==> src/hw/rtl/assert_macros.svh <==
// Assertion helpers shared by the RTL.
`ifndef ASSERT_MACROS_SVH
`define ASSERT_MACROS_SVH

// Check a property on every rising clock edge outside reset.
`define ASSERT_CLK(lbl, prop, msg) \
  lbl: assert property (@(posedge clk_i) disable iff (!rst_ni) (prop)) else $error(msg);

// Check that a condition holds at every edge, reset included.
`define ASSERT_ALWAYS(lbl, cond, msg) \
  lbl: assert property (@(posedge clk_i) (cond)) else $error(msg);

`endif

==> src/hw/rtl/mtep_pkg.sv <==
package mtep_pkg;

  // Default size of the active-note table.
  localparam int unsigned ActiveSlotsDef = 32;
  localparam int unsigned EntryW = 50;

  // Result kinds.
  typedef enum logic [2:0] {
    KIND_NOTE      = 3'd0,
    KIND_TEMPO     = 3'd1,
    KIND_SUSTAIN   = 3'd2,
    KIND_TRACK_END = 3'd3,
    KIND_ERROR     = 3'd4
  } kind_e;

  // Error codes.
  localparam logic [1:0] ERR_VARLEN  = 2'd0;
  localparam logic [1:0] ERR_NO_RS   = 2'd1;
  localparam logic [1:0] ERR_UNKNOWN = 2'd2;
  localparam logic [1:0] ERR_TRUNC   = 2'd3;

  // Status and meta codes.
  localparam logic [7:0] ST_META     = 8'hFF;
  localparam logic [7:0] ST_SYSEX    = 8'hF0;
  localparam logic [7:0] ST_SYSEX_CT = 8'hF7;
  localparam logic [7:0] META_EOT    = 8'h2F;
  localparam logic [7:0] META_TEMPO  = 8'h51;
  localparam logic [3:0] TY_NOTE_OFF = 4'h8;
  localparam logic [3:0] TY_NOTE_ON  = 4'h9;
  localparam logic [3:0] TY_CTRL     = 4'hB;
  localparam logic [3:0] TY_PROG     = 4'hC;
  localparam logic [3:0] TY_PRESS    = 4'hD;
  localparam logic [3:0] TY_SYSTEM   = 4'hF;
  localparam logic [6:0] CTRL_SUSTAIN = 7'd64;

  // One active note as stored in the table.
  typedef struct packed {
    logic [31:0] start;
    logic [6:0]  vel;
    logic [3:0]  chan;
    logic [6:0]  key;
  } entry_t;

  // One result word.
  typedef struct packed {
    logic [2:0]  kind;
    logic [3:0]  channel;
    logic [6:0]  note;
    logic [6:0]  vel;
    logic [31:0] start;
    logic [31:0] tick;
    logic [23:0] tempo;
    logic        pedal;
    logic [1:0]  ecode;
  } res_t;

endpackage

==> src/hw/rtl/midi_track_event_parser_top.sv <==
// Track chunk parser for Standard MIDI File data.
// Input channel: one chunk byte per word (data_byte_i), chunk_end_i on the final byte.
// Output channel: result words (note, tempo, sustain, track end, error), last_o marks
// the final word caused by one input byte.
// A byte is taken only while the parser is idle; it then passes through the parse,
// chunk-end and release steps before the next is taken. A note-off searches the note
// table newest first, reading and comparing one entry at a time, then closes the gap
// by moving each entry above the hit one place down. The flush reads the table in order.
// Active notes live in one single-port-write, registered-read memory; only the fill
// count is reset, so no clearing pass is needed.
// Reset returns the parser to the start of a chunk with an empty table and no
// running status. When the receiver stalls, one finished word waits in the output
// register and one more in a holding register; the parser then waits for room.
module midi_track_event_parser_top #(
  parameter int unsigned ActiveSlots = mtep_pkg::ActiveSlotsDef
) (
  input  logic        clk_i,
  input  logic        rst_ni,
  input  logic        in_valid_i,
  output logic        in_stall_o,
  input  logic [7:0]  data_byte_i,
  input  logic        chunk_end_i,
  output logic        out_valid_o,
  input  logic        out_stall_i,
  output logic [2:0]  kind_o,
  output logic [3:0]  channel_o,
  output logic [6:0]  note_number_o,
  output logic [6:0]  velocity_o,
  output logic [31:0] start_tick_o,
  output logic [31:0] end_tick_o,
  output logic [23:0] tempo_us_o,
  output logic        pedal_down_o,
  output logic [1:0]  error_code_o,
  output logic        last_o
);
  import mtep_pkg::*;

  localparam int unsigned CW = $clog2(ActiveSlots + 1);
  localparam int unsigned AW = (ActiveSlots > 1) ? $clog2(ActiveSlots) : 1;

  typedef enum logic [3:0] {
    PH_DELTA, PH_STATUS, PH_META_TYPE, PH_META_LEN, PH_META_DATA,
    PH_SYSEX_LEN, PH_SYSEX_DATA, PH_DATA1, PH_DATA2, PH_EOT, PH_DISCARD
  } phase_e;

  typedef enum logic [3:0] {
    S_IDLE, S_PARSE, S_SRD, S_SCMP, S_SHR, S_SHW, S_SEMIT, S_POST,
    S_FRD, S_FCMP, S_FEND, S_DONE
  } state_e;

  state_e      state_q, state_d;
  phase_e      phase_q, phase_d;
  logic [7:0]  rs_q, rs_d;
  logic [31:0] tick_q, tick_d;
  logic [27:0] vl_q, vl_d;
  logic [2:0]  vc_q, vc_d;
  logic [7:0]  mt_q, mt_d;
  logic [27:0] skip_q, skip_d;
  logic [7:0]  es_q, es_d;
  logic [6:0]  fd_q, fd_d;
  logic [23:0] ts_q, ts_d;
  logic [CW-1:0] cnt_q, cnt_d;
  logic [CW-1:0] k_q, k_d;
  entry_t      hit_q, hit_d;
  logic [7:0]  byte_q, byte_d;
  logic        end_q, end_d;

  // Table memory ports.
  logic          we;
  logic [AW-1:0] waddr;
  entry_t        wdata;
  logic          re;
  logic [CW-1:0] raddr_w;
  entry_t        rdata;

  // Result handoff.
  logic push, done, ob_rdy;
  res_t res, ores;
  logic olast;

  // Parse helpers.
  logic [27:0] vl_new;
  logic [2:0]  vc_new;
  logic        vt_long;
  logic [32:0] tick_sum;
  logic [27:0] skip_dec;
  logic [23:0] ts_new;
  logic [7:0]  mt_eff;
  logic [CW-1:0] k_dec, j_inc;
  logic        clean, clear_parse;

  assign vl_new   = {vl_q[20:0], byte_q[6:0]};
  assign vc_new   = vc_q + 3'd1;
  assign vt_long  = byte_q[7] && (vc_new >= 3'd4);
  assign tick_sum = {1'b0, tick_q} + {5'd0, vl_new};
  assign skip_dec = skip_q - 28'd1;
  assign ts_new   = {ts_q[15:0], byte_q};
  assign k_dec    = k_q - CW'(1);
  assign j_inc    = k_q + CW'(1);
  assign clean    = (phase_q == PH_STATUS) || (phase_q == PH_EOT) ||
                    ((phase_q == PH_DELTA) && (vc_q == 3'd0));

  always_comb begin
    state_d = state_q;
    phase_d = phase_q;
    rs_d    = rs_q;
    tick_d  = tick_q;
    vl_d    = vl_q;
    vc_d    = vc_q;
    mt_d    = mt_q;
    skip_d  = skip_q;
    es_d    = es_q;
    fd_d    = fd_q;
    ts_d    = ts_q;
    cnt_d   = cnt_q;
    k_d     = k_q;
    hit_d   = hit_q;
    byte_d  = byte_q;
    end_d   = end_q;
    we      = 1'b0;
    waddr   = cnt_q[AW-1:0];
    wdata   = entry_t'({tick_q, byte_q[6:0], es_q[3:0], fd_q});
    re      = 1'b0;
    raddr_w = k_q;
    push    = 1'b0;
    done    = 1'b0;
    res     = '0;
    res.tick = tick_q;
    clear_parse = 1'b0;
    mt_eff  = mt_q;

    case (state_q)
      // Take the next byte.
      S_IDLE: begin
        if (in_valid_i) begin
          byte_d  = data_byte_i;
          end_d   = chunk_end_i;
          state_d = S_PARSE;
        end
      end

      // Advance the parse by one byte.
      S_PARSE: begin
        state_d = S_POST;
        case (phase_q)
          PH_DELTA: begin
            vl_d = vl_new;
            vc_d = vc_new;
            if (vt_long) begin
              push = 1'b1; res.kind = KIND_ERROR; res.ecode = ERR_VARLEN;
              phase_d = PH_DISCARD;
            end else if (!byte_q[7]) begin
              tick_d  = tick_sum[32] ? '1 : tick_sum[31:0];
              vl_d    = '0;
              vc_d    = '0;
              phase_d = PH_STATUS;
            end
          end
          PH_STATUS: begin
            if (!byte_q[7]) begin
              if (rs_q == 8'd0) begin
                push = 1'b1; res.kind = KIND_ERROR; res.ecode = ERR_NO_RS;
                phase_d = PH_DISCARD;
              end else begin
                // Running status: this byte is the first data byte.
                es_d = rs_q;
                fd_d = byte_q[6:0];
                if (rs_q[7:4] == TY_PROG || rs_q[7:4] == TY_PRESS) begin
                  phase_d = PH_DELTA;
                end else begin
                  phase_d = PH_DATA2;
                end
              end
            end else begin
              rs_d = (byte_q[7:4] == TY_SYSTEM) ? 8'd0 : byte_q;
              es_d = byte_q;
              if (byte_q == ST_META) begin
                phase_d = PH_META_TYPE;
              end else if (byte_q == ST_SYSEX || byte_q == ST_SYSEX_CT) begin
                vl_d = '0; vc_d = '0;
                phase_d = PH_SYSEX_LEN;
              end else if (byte_q[7:4] == TY_SYSTEM) begin
                push = 1'b1; res.kind = KIND_ERROR; res.ecode = ERR_UNKNOWN;
                phase_d = PH_DISCARD;
              end else begin
                phase_d = PH_DATA1;
              end
            end
          end
          PH_META_TYPE: begin
            mt_d = byte_q;
            vl_d = '0; vc_d = '0;
            phase_d = PH_META_LEN;
          end
          PH_META_LEN: begin
            vl_d = vl_new;
            vc_d = vc_new;
            if (vt_long) begin
              push = 1'b1; res.kind = KIND_ERROR; res.ecode = ERR_VARLEN;
              phase_d = PH_DISCARD;
            end else if (!byte_q[7]) begin
              if (mt_q == META_TEMPO && vl_new != 28'd3) begin
                mt_eff = 8'd0;
              end
              mt_d   = mt_eff;
              ts_d   = '0;
              skip_d = vl_new;
              vl_d   = '0; vc_d = '0;
              if (vl_new == 28'd0) begin
                if (mt_eff == META_EOT) begin
                  phase_d = PH_EOT;
                end else begin
                  phase_d = PH_DELTA;
                end
              end else begin
                phase_d = PH_META_DATA;
              end
            end
          end
          PH_META_DATA: begin
            if (mt_q == META_TEMPO) begin
              ts_d = ts_new;
            end
            skip_d = skip_dec;
            if (skip_dec == 28'd0) begin
              if (mt_q == META_EOT) begin
                phase_d = PH_EOT;
              end else begin
                if (mt_q == META_TEMPO) begin
                  push = 1'b1; res.kind = KIND_TEMPO; res.tempo = ts_new;
                end
                vl_d = '0; vc_d = '0;
                phase_d = PH_DELTA;
              end
            end
          end
          PH_SYSEX_LEN: begin
            vl_d = vl_new;
            vc_d = vc_new;
            if (vt_long) begin
              push = 1'b1; res.kind = KIND_ERROR; res.ecode = ERR_VARLEN;
              phase_d = PH_DISCARD;
            end else if (!byte_q[7]) begin
              skip_d = vl_new;
              vl_d   = '0; vc_d = '0;
              phase_d = (vl_new == 28'd0) ? PH_DELTA : PH_SYSEX_DATA;
            end
          end
          PH_SYSEX_DATA: begin
            skip_d = skip_dec;
            if (skip_dec == 28'd0) begin
              phase_d = PH_DELTA;
            end
          end
          PH_DATA1: begin
            fd_d = byte_q[6:0];
            if (es_q[7:4] == TY_PROG || es_q[7:4] == TY_PRESS) begin
              vl_d = '0; vc_d = '0;
              phase_d = PH_DELTA;
            end else begin
              phase_d = PH_DATA2;
            end
          end
          PH_DATA2: begin
            vl_d = '0; vc_d = '0;
            phase_d = PH_DELTA;
            if (es_q[7:4] == TY_NOTE_ON && byte_q[6:0] != 7'd0) begin
              // Append the note if there is room, else drop it.
              if (cnt_q < CW'(ActiveSlots)) begin
                we    = 1'b1;
                cnt_d = cnt_q + CW'(1);
              end
            end else if (es_q[7:4] == TY_NOTE_OFF || es_q[7:4] == TY_NOTE_ON) begin
              if (cnt_q != '0) begin
                k_d     = cnt_q;
                state_d = S_SRD;
              end
            end else if (es_q[7:4] == TY_CTRL && fd_q == CTRL_SUSTAIN) begin
              push = 1'b1; res.kind = KIND_SUSTAIN; res.channel = es_q[3:0];
              res.pedal = byte_q[6];
            end
          end
          default: ;
        endcase
        // Hold everything while the result cannot be taken.
        if (push && !ob_rdy) begin
          state_d = state_q; phase_d = phase_q; rs_d = rs_q; tick_d = tick_q;
          vl_d = vl_q; vc_d = vc_q; mt_d = mt_q; skip_d = skip_q; es_d = es_q;
          fd_d = fd_q; ts_d = ts_q; cnt_d = cnt_q; k_d = k_q;
          we = 1'b0;
        end
      end

      // Read the next older table entry.
      S_SRD: begin
        re      = 1'b1;
        raddr_w = k_dec;
        state_d = S_SCMP;
      end

      // Compare it with the note-off key.
      S_SCMP: begin
        if (rdata.chan == es_q[3:0] && rdata.key == fd_q) begin
          hit_d   = rdata;
          k_d     = k_dec;
          state_d = S_SHR;
        end else begin
          k_d     = k_dec;
          state_d = (k_dec == '0) ? S_POST : S_SRD;
        end
      end

      // Close the gap: read the entry above.
      S_SHR: begin
        if (j_inc >= cnt_q) begin
          cnt_d   = cnt_q - CW'(1);
          state_d = S_SEMIT;
        end else begin
          re      = 1'b1;
          raddr_w = j_inc;
          state_d = S_SHW;
        end
      end

      // Move it down one place.
      S_SHW: begin
        we      = 1'b1;
        waddr   = k_q[AW-1:0];
        wdata   = rdata;
        k_d     = j_inc;
        state_d = S_SHR;
      end

      // Report the finished note if it lasted.
      S_SEMIT: begin
        res.kind    = KIND_NOTE;
        res.channel = hit_q.chan;
        res.note    = hit_q.key;
        res.vel     = hit_q.vel;
        res.start   = hit_q.start;
        push        = tick_q > hit_q.start;
        if (!push || ob_rdy) begin
          state_d = S_POST;
        end
      end

      // Handle the chunk end.
      S_POST: begin
        state_d = S_DONE;
        if (end_q) begin
          if (phase_q == PH_DISCARD) begin
            clear_parse = 1'b1;
          end else if (clean) begin
            k_d     = '0;
            state_d = S_FRD;
          end else begin
            push      = 1'b1;
            res.kind  = KIND_ERROR;
            res.ecode = ERR_TRUNC;
            if (ob_rdy) begin
              clear_parse = 1'b1;
            end else begin
              state_d = S_POST;
            end
          end
        end
      end

      // Flush: read entries in table order.
      S_FRD: begin
        if (k_q == cnt_q) begin
          state_d = S_FEND;
        end else begin
          re      = 1'b1;
          state_d = S_FCMP;
        end
      end

      S_FCMP: begin
        res.kind    = KIND_NOTE;
        res.channel = rdata.chan;
        res.note    = rdata.key;
        res.vel     = rdata.vel;
        res.start   = rdata.start;
        push        = tick_q > rdata.start;
        if (!push || ob_rdy) begin
          k_d     = j_inc;
          state_d = S_FRD;
        end
      end

      // Report the track end and restart.
      S_FEND: begin
        push     = 1'b1;
        res.kind = KIND_TRACK_END;
        if (ob_rdy) begin
          clear_parse = 1'b1;
          state_d     = S_DONE;
        end
      end

      // Release the held word with its last flag.
      S_DONE: begin
        done = 1'b1;
        if (ob_rdy) begin
          state_d = S_IDLE;
        end
      end

      default: state_d = S_IDLE;
    endcase

    // Drop back to the start of a chunk.
    if (clear_parse) begin
      phase_d = PH_DELTA;
      rs_d = '0; tick_d = '0; vl_d = '0; vc_d = '0; mt_d = '0; skip_d = '0;
      es_d = '0; fd_d = '0; ts_d = '0; cnt_d = '0;
    end
  end

  always_ff @(posedge clk_i or negedge rst_ni) begin
    if (!rst_ni) begin
      state_q <= S_IDLE;
      phase_q <= PH_DELTA;
      rs_q    <= '0;
      tick_q  <= '0;
      vl_q    <= '0;
      vc_q    <= '0;
      mt_q    <= '0;
      skip_q  <= '0;
      es_q    <= '0;
      fd_q    <= '0;
      ts_q    <= '0;
      cnt_q   <= '0;
      k_q     <= '0;
      hit_q   <= '0;
      byte_q  <= '0;
      end_q   <= 1'b0;
    end else begin
      state_q <= state_d;
      phase_q <= phase_d;
      rs_q    <= rs_d;
      tick_q  <= tick_d;
      vl_q    <= vl_d;
      vc_q    <= vc_d;
      mt_q    <= mt_d;
      skip_q  <= skip_d;
      es_q    <= es_d;
      fd_q    <= fd_d;
      ts_q    <= ts_d;
      cnt_q   <= cnt_d;
      k_q     <= k_d;
      hit_q   <= hit_d;
      byte_q  <= byte_d;
      end_q   <= end_d;
    end
  end

  assign in_stall_o = (state_q != S_IDLE);

  mtep_ram #(
    .Width(EntryW),
    .Depth(ActiveSlots),
    .AddrW(AW)
  ) u_notes (
    .clk_i  (clk_i),
    .we_i   (we),
    .waddr_i(waddr),
    .wdata_i(wdata),
    .re_i   (re),
    .raddr_i(raddr_w[AW-1:0]),
    .rdata_o(rdata)
  );

  mtep_out_stage u_out (
    .clk_i      (clk_i),
    .rst_ni     (rst_ni),
    .push_i     (push),
    .res_i      (res),
    .done_i     (done),
    .rdy_o      (ob_rdy),
    .out_valid_o(out_valid_o),
    .out_stall_i(out_stall_i),
    .out_res_o  (ores),
    .out_last_o (olast)
  );

  assign kind_o        = ores.kind;
  assign channel_o     = ores.channel;
  assign note_number_o = ores.note;
  assign velocity_o    = ores.vel;
  assign start_tick_o  = ores.start;
  assign end_tick_o    = ores.tick;
  assign tempo_us_o    = ores.tempo;
  assign pedal_down_o  = ores.pedal;
  assign error_code_o  = ores.ecode;
  assign last_o        = olast;

`include "assert_macros.svh"

  `ASSERT_ALWAYS(a_cnt_range, (!rst_ni || cnt_q <= CW'(ActiveSlots)), "note count overflow")
  `ASSERT_CLK(a_accept_parse, (in_valid_i && !in_stall_o) |=> (state_q == S_PARSE), "byte not parsed")
  `ASSERT_CLK(a_we_state, we |-> (state_q == S_PARSE || state_q == S_SHW), "stray table write")
  `ASSERT_CLK(a_done_idle, (state_q == S_IDLE) |-> (push == 1'b0), "result pushed while idle")

endmodule

==> src/hw/rtl/mtep_ram.sv <==
module mtep_ram #(
  parameter int unsigned Width = 8,
  parameter int unsigned Depth = 2,
  parameter int unsigned AddrW = 1
) (
  input  logic             clk_i,
  input  logic             we_i,
  input  logic [AddrW-1:0] waddr_i,
  input  logic [Width-1:0] wdata_i,
  input  logic             re_i,
  input  logic [AddrW-1:0] raddr_i,
  output logic [Width-1:0] rdata_o
);

  logic [Width-1:0] mem_q [Depth];
  logic [Width-1:0] rdata_q;

  // Write one entry, read one entry with registered data.
  always_ff @(posedge clk_i) begin
    if (we_i) begin
      mem_q[waddr_i] <= wdata_i;
    end
    if (re_i) begin
      rdata_q <= mem_q[raddr_i];
    end
  end

  assign rdata_o = rdata_q;

endmodule

==> src/hw/rtl/mtep_out_stage.sv <==
module mtep_out_stage (
  input  logic           clk_i,
  input  logic           rst_ni,
  input  logic           push_i,
  input  mtep_pkg::res_t res_i,
  input  logic           done_i,
  output logic           rdy_o,
  output logic           out_valid_o,
  input  logic           out_stall_i,
  output mtep_pkg::res_t out_res_o,
  output logic           out_last_o
);
  import mtep_pkg::*;

  logic pend_v_q, pend_v_d;
  res_t pend_q, pend_d;
  logic out_v_q, out_v_d;
  res_t out_q, out_d;
  logic last_q, last_d;
  logic out_free;

  // A word is held back until the next one or the end of the byte tells its last flag.
  assign out_free = !out_v_q || !out_stall_i;
  assign rdy_o    = !pend_v_q || out_free;

  always_comb begin
    pend_v_d = pend_v_q;
    pend_d   = pend_q;
    out_v_d  = out_v_q && out_stall_i;
    out_d    = out_q;
    last_d   = last_q;
    if (push_i && rdy_o) begin
      if (pend_v_q) begin
        out_v_d = 1'b1;
        out_d   = pend_q;
        last_d  = 1'b0;
      end
      pend_d   = res_i;
      pend_v_d = 1'b1;
    end else if (done_i && pend_v_q && out_free) begin
      out_v_d  = 1'b1;
      out_d    = pend_q;
      last_d   = 1'b1;
      pend_v_d = 1'b0;
    end
  end

  always_ff @(posedge clk_i or negedge rst_ni) begin
    if (!rst_ni) begin
      pend_v_q <= 1'b0;
      out_v_q  <= 1'b0;
    end else begin
      pend_v_q <= pend_v_d;
      out_v_q  <= out_v_d;
    end
  end

  always_ff @(posedge clk_i) begin
    pend_q <= pend_d;
    out_q  <= out_d;
    last_q <= last_d;
  end

  assign out_valid_o = out_v_q;
  assign out_res_o   = out_q;
  assign out_last_o  = last_q;

endmodule
==> config.mk <==
export PLATFORM = sky130hd
export DESIGN_NAME = midi_track_event_parser_top
export DESIGN_NICKNAME = d
export VERILOG_FILES = /design/src/hw/rtl/mtep_pkg.sv /design/src/hw/rtl/midi_track_event_parser_top.sv /design/src/hw/rtl/mtep_ram.sv /design/src/hw/rtl/mtep_out_stage.sv
export VERILOG_INCLUDE_DIRS = /design/src /design/src/hw/rtl
export SDC_FILE = /design/constraint.sdc
export NUM_CORES = 2
export LEC_CHECK = 0
export BUFFER_PORTS_ARGS = -buffer_cell sky130_fd_sc_hd__buf_2
export CAP_MARGIN = 5
export CELL_PAD_IN_SITES_DETAIL_PLACEMENT = 0
export CELL_PAD_IN_SITES_GLOBAL_PLACEMENT = 1
export CORE_MARGIN = 3
export CORE_UTILIZATION = 50
export DETAILED_ROUTE_END_ITERATION = 16
export GPL_ROUTABILITY_DRIVEN = 0
export PLACE_DENSITY_LB_ADDON = 0.1
export SLEW_MARGIN = 20
export SYNTH_ARGS = -nofsm -noshare
export SYNTH_HDL_FRONTEND = slang
export SYNTH_SLANG_ARGS = --single-unit
export TNS_END_PERCENT = 5
==> constraint.sdc <==
create_clock -name clk_i -period 11.1 [get_ports clk_i]
set_clock_uncertainty 0.2 [all_clocks]
set_input_delay 3.33 -clock clk_i [delete_from_list [all_inputs] [get_ports clk_i]]
set_output_delay 3.33 -clock clk_i [all_outputs]
set_load 0.05 [all_outputs]
# [Word level (Yosys, flattened, before mapping)]
# Memory sizes are Yosys's and may differ from the RTL's. A register that Yosys moved wholly into a read port is not among the register bits.
# Cells that the tools add are included.
[classes] add_sub_neg=7 n_mul=0 div=0 order_cmp=5 n_eq_ne=80 shift=0 muxes=211 bitwise=6 reduce_logical=71
[ops] cell="$mux 112" n=3
[ops] cell="$mux 21" n=11
[ops] cell="$mux 32" n=7
[ops] cell="$mux 8" n=22
[ops] cell="$mux 28" n=5
[ops] cell="$mux 4" n=32
[ops] cell="$pmux 21 s5" n=1
[ops] cell="$mux 16" n=6
[ops] cell="$mux 6" n=16
[ops] cell="$pmux 46 s2" n=1
[ops] cell="$mux 3" n=29
[ops] cell="$gt 32x32->1" n=2
[ops] cell="$eq 4x4->1 const B" n=15
[ops] cell="$logic_not 28->1" n=2
[ops] cell="$pmux 28 s2" n=1
[ops] cell="$mux 50" n=1
[ops] cell="$mux 7" n=7
[ops] cell="$ne 3x3->1 const B" n=16
[ops] cell="$pmux 4 s12" n=1
[ops] cell="$mux 1" n=39
[ops] cell="$pmux 4 s9" n=1
[ops] cell="$add 32x28->33" n=1
[ops] cell="$eq 4x3->1 const B" n=8
[ops] cell="$pmux 16 s2" n=1
[ops] cell="other kinds (62)" n=152
[totals] regBits=437 latch_bits=0 ramBits=1600 romBits=0 in_bits=13 mem_count=1
[mem_list] name="u_notes.mem_q" words=32 width=50 read_ports=1 rd_clocked_by_memory_dff=1 wr=1 line="mtep_ram.sv:15" rtl="logic [Width-1:0] mem_q [Depth];"

# [Logic depth before layout (Yosys ltp)]
[logic_depth] ltp_word=16 mapped_depth=18 ltp_nobuf=13

# [Hierarchy]
# Synthesis repeated with hierarchy kept, for this count alone.
[unflattened] hier_cells=5626 hier_area_um2=86256.5
[by_module_without_submodules] mod="mtep_ram" n_inst=1 cells_each=3504 area_per_inst_um2=63748.6 seq_area_each_um2=49547.5
[by_module_without_submodules] mod="midi_track_event_parser_top" n_inst=1 cells_each=1885 area_per_inst_um2=15650.0 seq_area_each_um2=5255.0
[by_module_without_submodules] mod="mtep_out_stage" n_inst=1 cells_each=237 area_per_inst_um2=6857.8 seq_area_each_um2=6806.5

# [Worst setup path before layout]
# Ideal clock, no wire load.
[synth_path] kind="input-to-reg" from="input port out_stall_i" to="register u_out.last_q (netlist: u_out.out_last_o) (enable)" setup_ns=0.615 t_arrival_ns=9.061 required_ns=10.285 setup_slack_ns=1.224 path_stages=5 cell_sequence="and3_1 clkbuf_1 nor2_1 o21ai_1 a21boi_1"
[synth_via] elab_chain_cells=6 word_cells_on_any_way=8 classes_between="eq/ne (1); reduce/logical (7)"
[synth_rtl] item="start, declared" line="midi_track_event_parser_top.sv:24" rtl="input logic out_stall_i,"
[synth_rtl] item="$logic_not 1->1 (*)" line="mtep_out_stage.sv:23" rtl="assign out_free = !out_v_q || !out_stall_i;"
[synth_rtl] item="$logic_or 1x1->1 (*)" line="mtep_out_stage.sv:23"
[synth_rtl] item="$logic_or 1x1->1" line="mtep_out_stage.sv:24" rtl="assign rdy_o = !pend_v_q || out_free;"
[synth_rtl] item="$logic_and 1x1->1" line="mtep_out_stage.sv:32" rtl="if (push_i && rdy_o) begin"
[synth_rtl] item="$ne 2x1->1 (no line) or $reduce_bool 2->1 (tied branches)"
[synth_rtl] item="$reduce_and 2->1 (no line) (*)"
[synth_rtl] item="end signal, assigned" line="mtep_out_stage.sv:61" rtl="last_q <= last_d;"
[synth_rtl] item="end, declared" line="mtep_out_stage.sv:19" rtl="logic last_q, last_d;"
# Every way passes the cells marked *; elsewhere a longest branch is shown, timed or not.
# A chain may end at the register's enable or synchronous reset.

# [Worst setup path after layout]
[layout_path] from="register k_q[0]" to="register u_notes.rdata_q[19] (netlist: u_notes.rdata_o[19]) (read register of u_notes.mem_q), data pin"
[layout_via] elab_chain_cells=4 word_cells_on_any_way=9 classes_between="add/sub (2); order compare (1); eq/ne (1); mux (5)"
[layout_rtl] item="start, declared" line="midi_track_event_parser_top.sv:63" rtl="logic [CW-1:0] k_q, k_d;"
[layout_rtl] item="start signal, assigned" line="midi_track_event_parser_top.sv:452" rtl="k_q <= k_d;"
[layout_rtl] item="$add 6x1->6" line="midi_track_event_parser_top.sv:99" rtl="assign j_inc = k_q + CW'(1);"
[layout_rtl] item="$ge 6x6->1" line="midi_track_event_parser_top.sv:315" rtl="if (j_inc >= cnt_q) begin"
[layout_rtl] item="$mux 1 or $mux 5 (tied branches)" line="midi_track_event_parser_top.sv:315"
[layout_rtl] item="$pmux 1 s3 or $pmux 5 s2 (tied branches)" line="midi_track_event_parser_top.sv:132" rtl="case (state_q)"
[layout_rtl] item="end, declared" line="mtep_ram.sv:16" rtl="logic [Width-1:0] rdata_q;"
# Parallel ways exist; a longest one is shown, timed or not.

==> results.json <==
{
  "holdWs_ns": 0.214,
  "ys.flop_type": "edfxtp_1",
  "fp.dieH_um": 419,
  "syn-num-nets": 6477,
  "final_max_slew_viol_count": 0,
  "crit_path_start_kind": "register",
  "fin_setup_tns_ns": 0,
  "worstPathMaxFanout": 53,
  "yosysWarningCount": 0,
  "drt_drc_violations_left": 0,
  "start_util": 0.507,
  "final_area_sq_mm": 0.0960,
  "fmax_ghz": 0.152,
  "ys_ff_latch": 2087,
  "grt_max_degree": 119,
  "core-area_sq_mm": 0.168,
  "wl_um": 241000,
  "setup_viol": 0,
  "io_buffers": 127,
  "clk_pin_slew_ns": 0.07,
  "max_slew_margin": 0.223,
  "ctsResizeCount": 0,
  "status": "finished, final reports clean",
  "ys_seq_area_frac": 0.723,
  "rsz0062_at_grt": "false",
  "clk_latency_ns": 0.87,
  "drt-vias-per-instance": 6.06,
  "p_leak_uw": 0.0335,
  "cts-root-buf": "clkbuf_16",
  "clockBufferDepth": 3,
  "critPathLaunch": "k_q[0]",
  "ir_drop_uv": 422,
  "worst_pin_slew_ns": 1.17,
  "place_area_sq_mm": 0.0890,
  "cts_tree": "yes",
  "synth.distinct_cells": 87,
  "post_drt_wl_per_cell_um": 27.2,
  "hold_start": "u_out.pend_q[89]",
  "drive_above_1_share": 0.111,
  "grt_overflow": 0,
  "htreeDepth": 4,
  "detail-route-antenna-nets": 0,
  "period_share": 0.592,
  "post-dp-hpwl_um": 142000,
  "cts_hold_buf": 0,
  "first_pass_iters": 6,
  "antenna_found_initial": 7,
  "syn_inst": 6353,
  "layout.nets": 6584,
  "row_count": 150,
  "finalHoldViolations": 0,
  "cp.arrival_ns": 7.10,
  "num_vias": 53600,
  "regToRegStartpoint": "k_q[0]",
  "fill_cells": 13500,
  "critPathKind": "reg2reg",
  "cts.sinks": 2087,
  "endpoint_kind": "register",
  "area_growth_pct": 12.6,
  "drt_iter0_drc": 5691,
  "grt_pass1_vias": 51000,
  "period_needed_ns": 6.57,
  "track_usage": 0.273,
  "hold_class": "reg2reg",
  "cts_setup_buffers": 0,
  "async_reset_ff_frac": 0.102,
  "fp.dieArea_sq_mm": 0.175,
  "power_uw": 28800,
  "cap_violations": 0,
  "netlist_area_sq_mm": 0.0852,
  "grt_pass1_wl_um": 353000,
  "io_pins": 128,
  "syn_area_per_cell_sq_um": 13.4,
  "cts_buffers": 212,
  "cp.required_ns": 11.63,
  "p_per_area_mw_per_mm2": 300,
  "synth_edf_count": 1875,
  "dieWidth_um": 419
}
==> state kept, by name (all words and copies together), names as in the netlist, 16 cells and up <==
signal           cells
vl_q                21
ts_q                16
u_out.out_res_o    112
u_notes.rdata_o     50
skip_q              28
hit_q               50
tick_q              32
u_notes.mem_q     1600
u_out.pend_q       112
==> cells in the mapped netlist (9+ instances only) <==
| master | instances | share of area |
|---|---|---|
| dfrtp_1 | 212 | 0.062 |
| clkbuf_1 | 321 | 0.014 |
| xnor2_1 | 28 | 0.0029 |
| a31oi_1 | 224 | 0.016 |
| nor2b_1 | 17 | 0.0012 |
| nand4_1 | 19 | 0.0014 |
| nor4_1 | 81 | 0.0059 |
| inv_1 | 105 | 0.0046 |
| o21ai_0 | 205 | 0.012 |
| buf_2 | 32 | 0.0019 |
| o21a_1 | 14 | 0.0012 |
| mux2_2 | 34 | 0.0045 |
| a32oi_1 | 203 | 0.021 |
| ha_1 | 109 | 0.016 |
| nand2_1 | 1474 | 0.065 |
| xor2_1 | 29 | 0.0030 |
| a21o_1 | 27 | 0.0024 |
| nand2b_1 | 16 | 0.0012 |
| a211oi_1 | 14 | 0.0012 |
| a21oi_1 | 113 | 0.0066 |
| or3_1 | 20 | 0.0015 |
| o2bb2ai_1 | 9 | 0.00093 |
| o31ai_1 | 20 | 0.0018 |
| o211ai_1 | 12 | 0.0011 |
| a22o_1 | 78 | 0.0080 |
| mux2i_1 | 213 | 0.025 |
| nand3_1 | 444 | 0.026 |
| and3_1 | 15 | 0.0011 |
| nor2_1 | 134 | 0.0059 |
| a31o_2 | 14 | 0.0014 |
| edfxtp_1 | 1875 | 0.66 |
| and2_1 | 32 | 0.0023 |
| nor3_1 | 40 | 0.0023 |
| buf_1 | 23 | 0.0010 |
==> cells by family after synthesis <==
| logic type | after synthesis | share of synthesized area |
|---|---|---|
| AO/OA/AOI/OAI | 1022 | 0.0838 |
| multiplexers | 247 | 0.0295 |
| adder cells (fa/ha/maj) | 111 | 0.0165 |
| flip-flops | 2087 | 0.723 |
| XOR/XNOR | 57 | 0.00586 |
| AND/OR/NAND/NOR | 2343 | 0.119 |
| buffers and inverters | 486 | 0.0223 |
==> cell usage in the layout, fill, tap and decap left out, drive strengths merged, types with 9 or more instances in the layout <==
master,netlist,routed
nand4,19,19
a211oi,14,14
clkbuf,321,254
nand2,1475,1475
o211ai,13,13
and2,33,33
a21o,27,27
nand2b,16,16
nand3,445,445
a22o,78,78
bufinv,0,18
o31ai,22,22
and3,15,15
o21a,14,14
edfxtp,1875,1875
a31oi,227,227
nor2b,17,17
o2bb2ai,9,9
mux2,34,34
a32oi,204,204
o21ai,210,210
buf,60,274
mux2i,213,213
a31o,14,14
nor3,41,41
xor2,29,29
nor4,82,82
xnor2,28,28
a21oi,114,114
inv,105,110
nor2,134,134
ha,109,109
or3,20,20
clkinv,0,111
dfrtp,212,212
==> worst max-delay path, stage by stage (launching register included) <==
cell       delay (ns)
dfrtp_1          0.75
inv_1            0.46
ha_1             0.51
ha_1             0.31
a31oi_1          0.10
o2111ai_1        0.45
nor2_1           0.19
o21ai_4          0.91
buf_4            0.75
buf_4            0.61
nand2_1          0.12
a32oi_1          0.21
a31oi_1          0.10
nor4_1           0.51
buf_4            0.21
==> worst paths after layout <==
check | endpoint | slack (ns) | depth (start not counted)
max in group asynchronous | tick_q[16] | 6.92 | 2
setup reg to reg | u_notes.rdata_o[19] | 4.53 | 14
setup / recovery | u_notes.rdata_o[19] | 4.53 | 14
min in group asynchronous | ts_q[10] | 2.36 | 1
hold reg to reg | u_out.out_res_o[89] | 0.21 | 0
hold / removal | u_out.out_res_o[89] | 0.21 | 0
==> where the power goes <==
part	internal [uW]	switching, uW	total [uW]
clock network	3960	3070	7030
registers	10200	648	10900
logic	2980	7900	10900
total	17200	11600	28800
==> area by class of cell <==
class | count | area, sq um | area share
Sequential cell | 2087 | 61600 | 0.642
Multi-Input combinational cell | 3780 | 22400 | 0.233
Clock buffer | 254 | 5470 | 0.0570
Tap cell | 2204 | 2760 | 0.0287
Timing Repair Buffer | 274 | 1920 | 0.0200
Clock inverter | 141 | 1410 | 0.0147
Inverter | 105 | 399 | 0.00416
Antenna cell | 5 | 12.5 | 0.000130
==> metal layers <==
layer  wire [um]  up-vias  part of all wire  track usage
met1      106000    27300              0.44        0.402
met2      114000     1946              0.47        0.435
met5           0        -                 0            0
met4        5060        0             0.021       0.0665
li1            -    24100                 -            -
met3       16300      302             0.068       0.0357
==> through the flow <==
| step | std cells | utilization | setup WS, ns |
|---|---|---|---|
| 3_3_place_gp | 8449 | 0.529 | 3.76 |
| 5_1_grt | 8845 | 0.571 | 4.16 |
| 6_report | 8850 | 0.571 | 4.53 |
| 4_1_cts | 8844 | 0.570 | 4.60 |
| 3_5_place_dp | 8449 | 0.529 | 3.72 |
| 2_1_floorplan | 6353 | - | 1.22 |
Power figures use the tool's default switching activity.
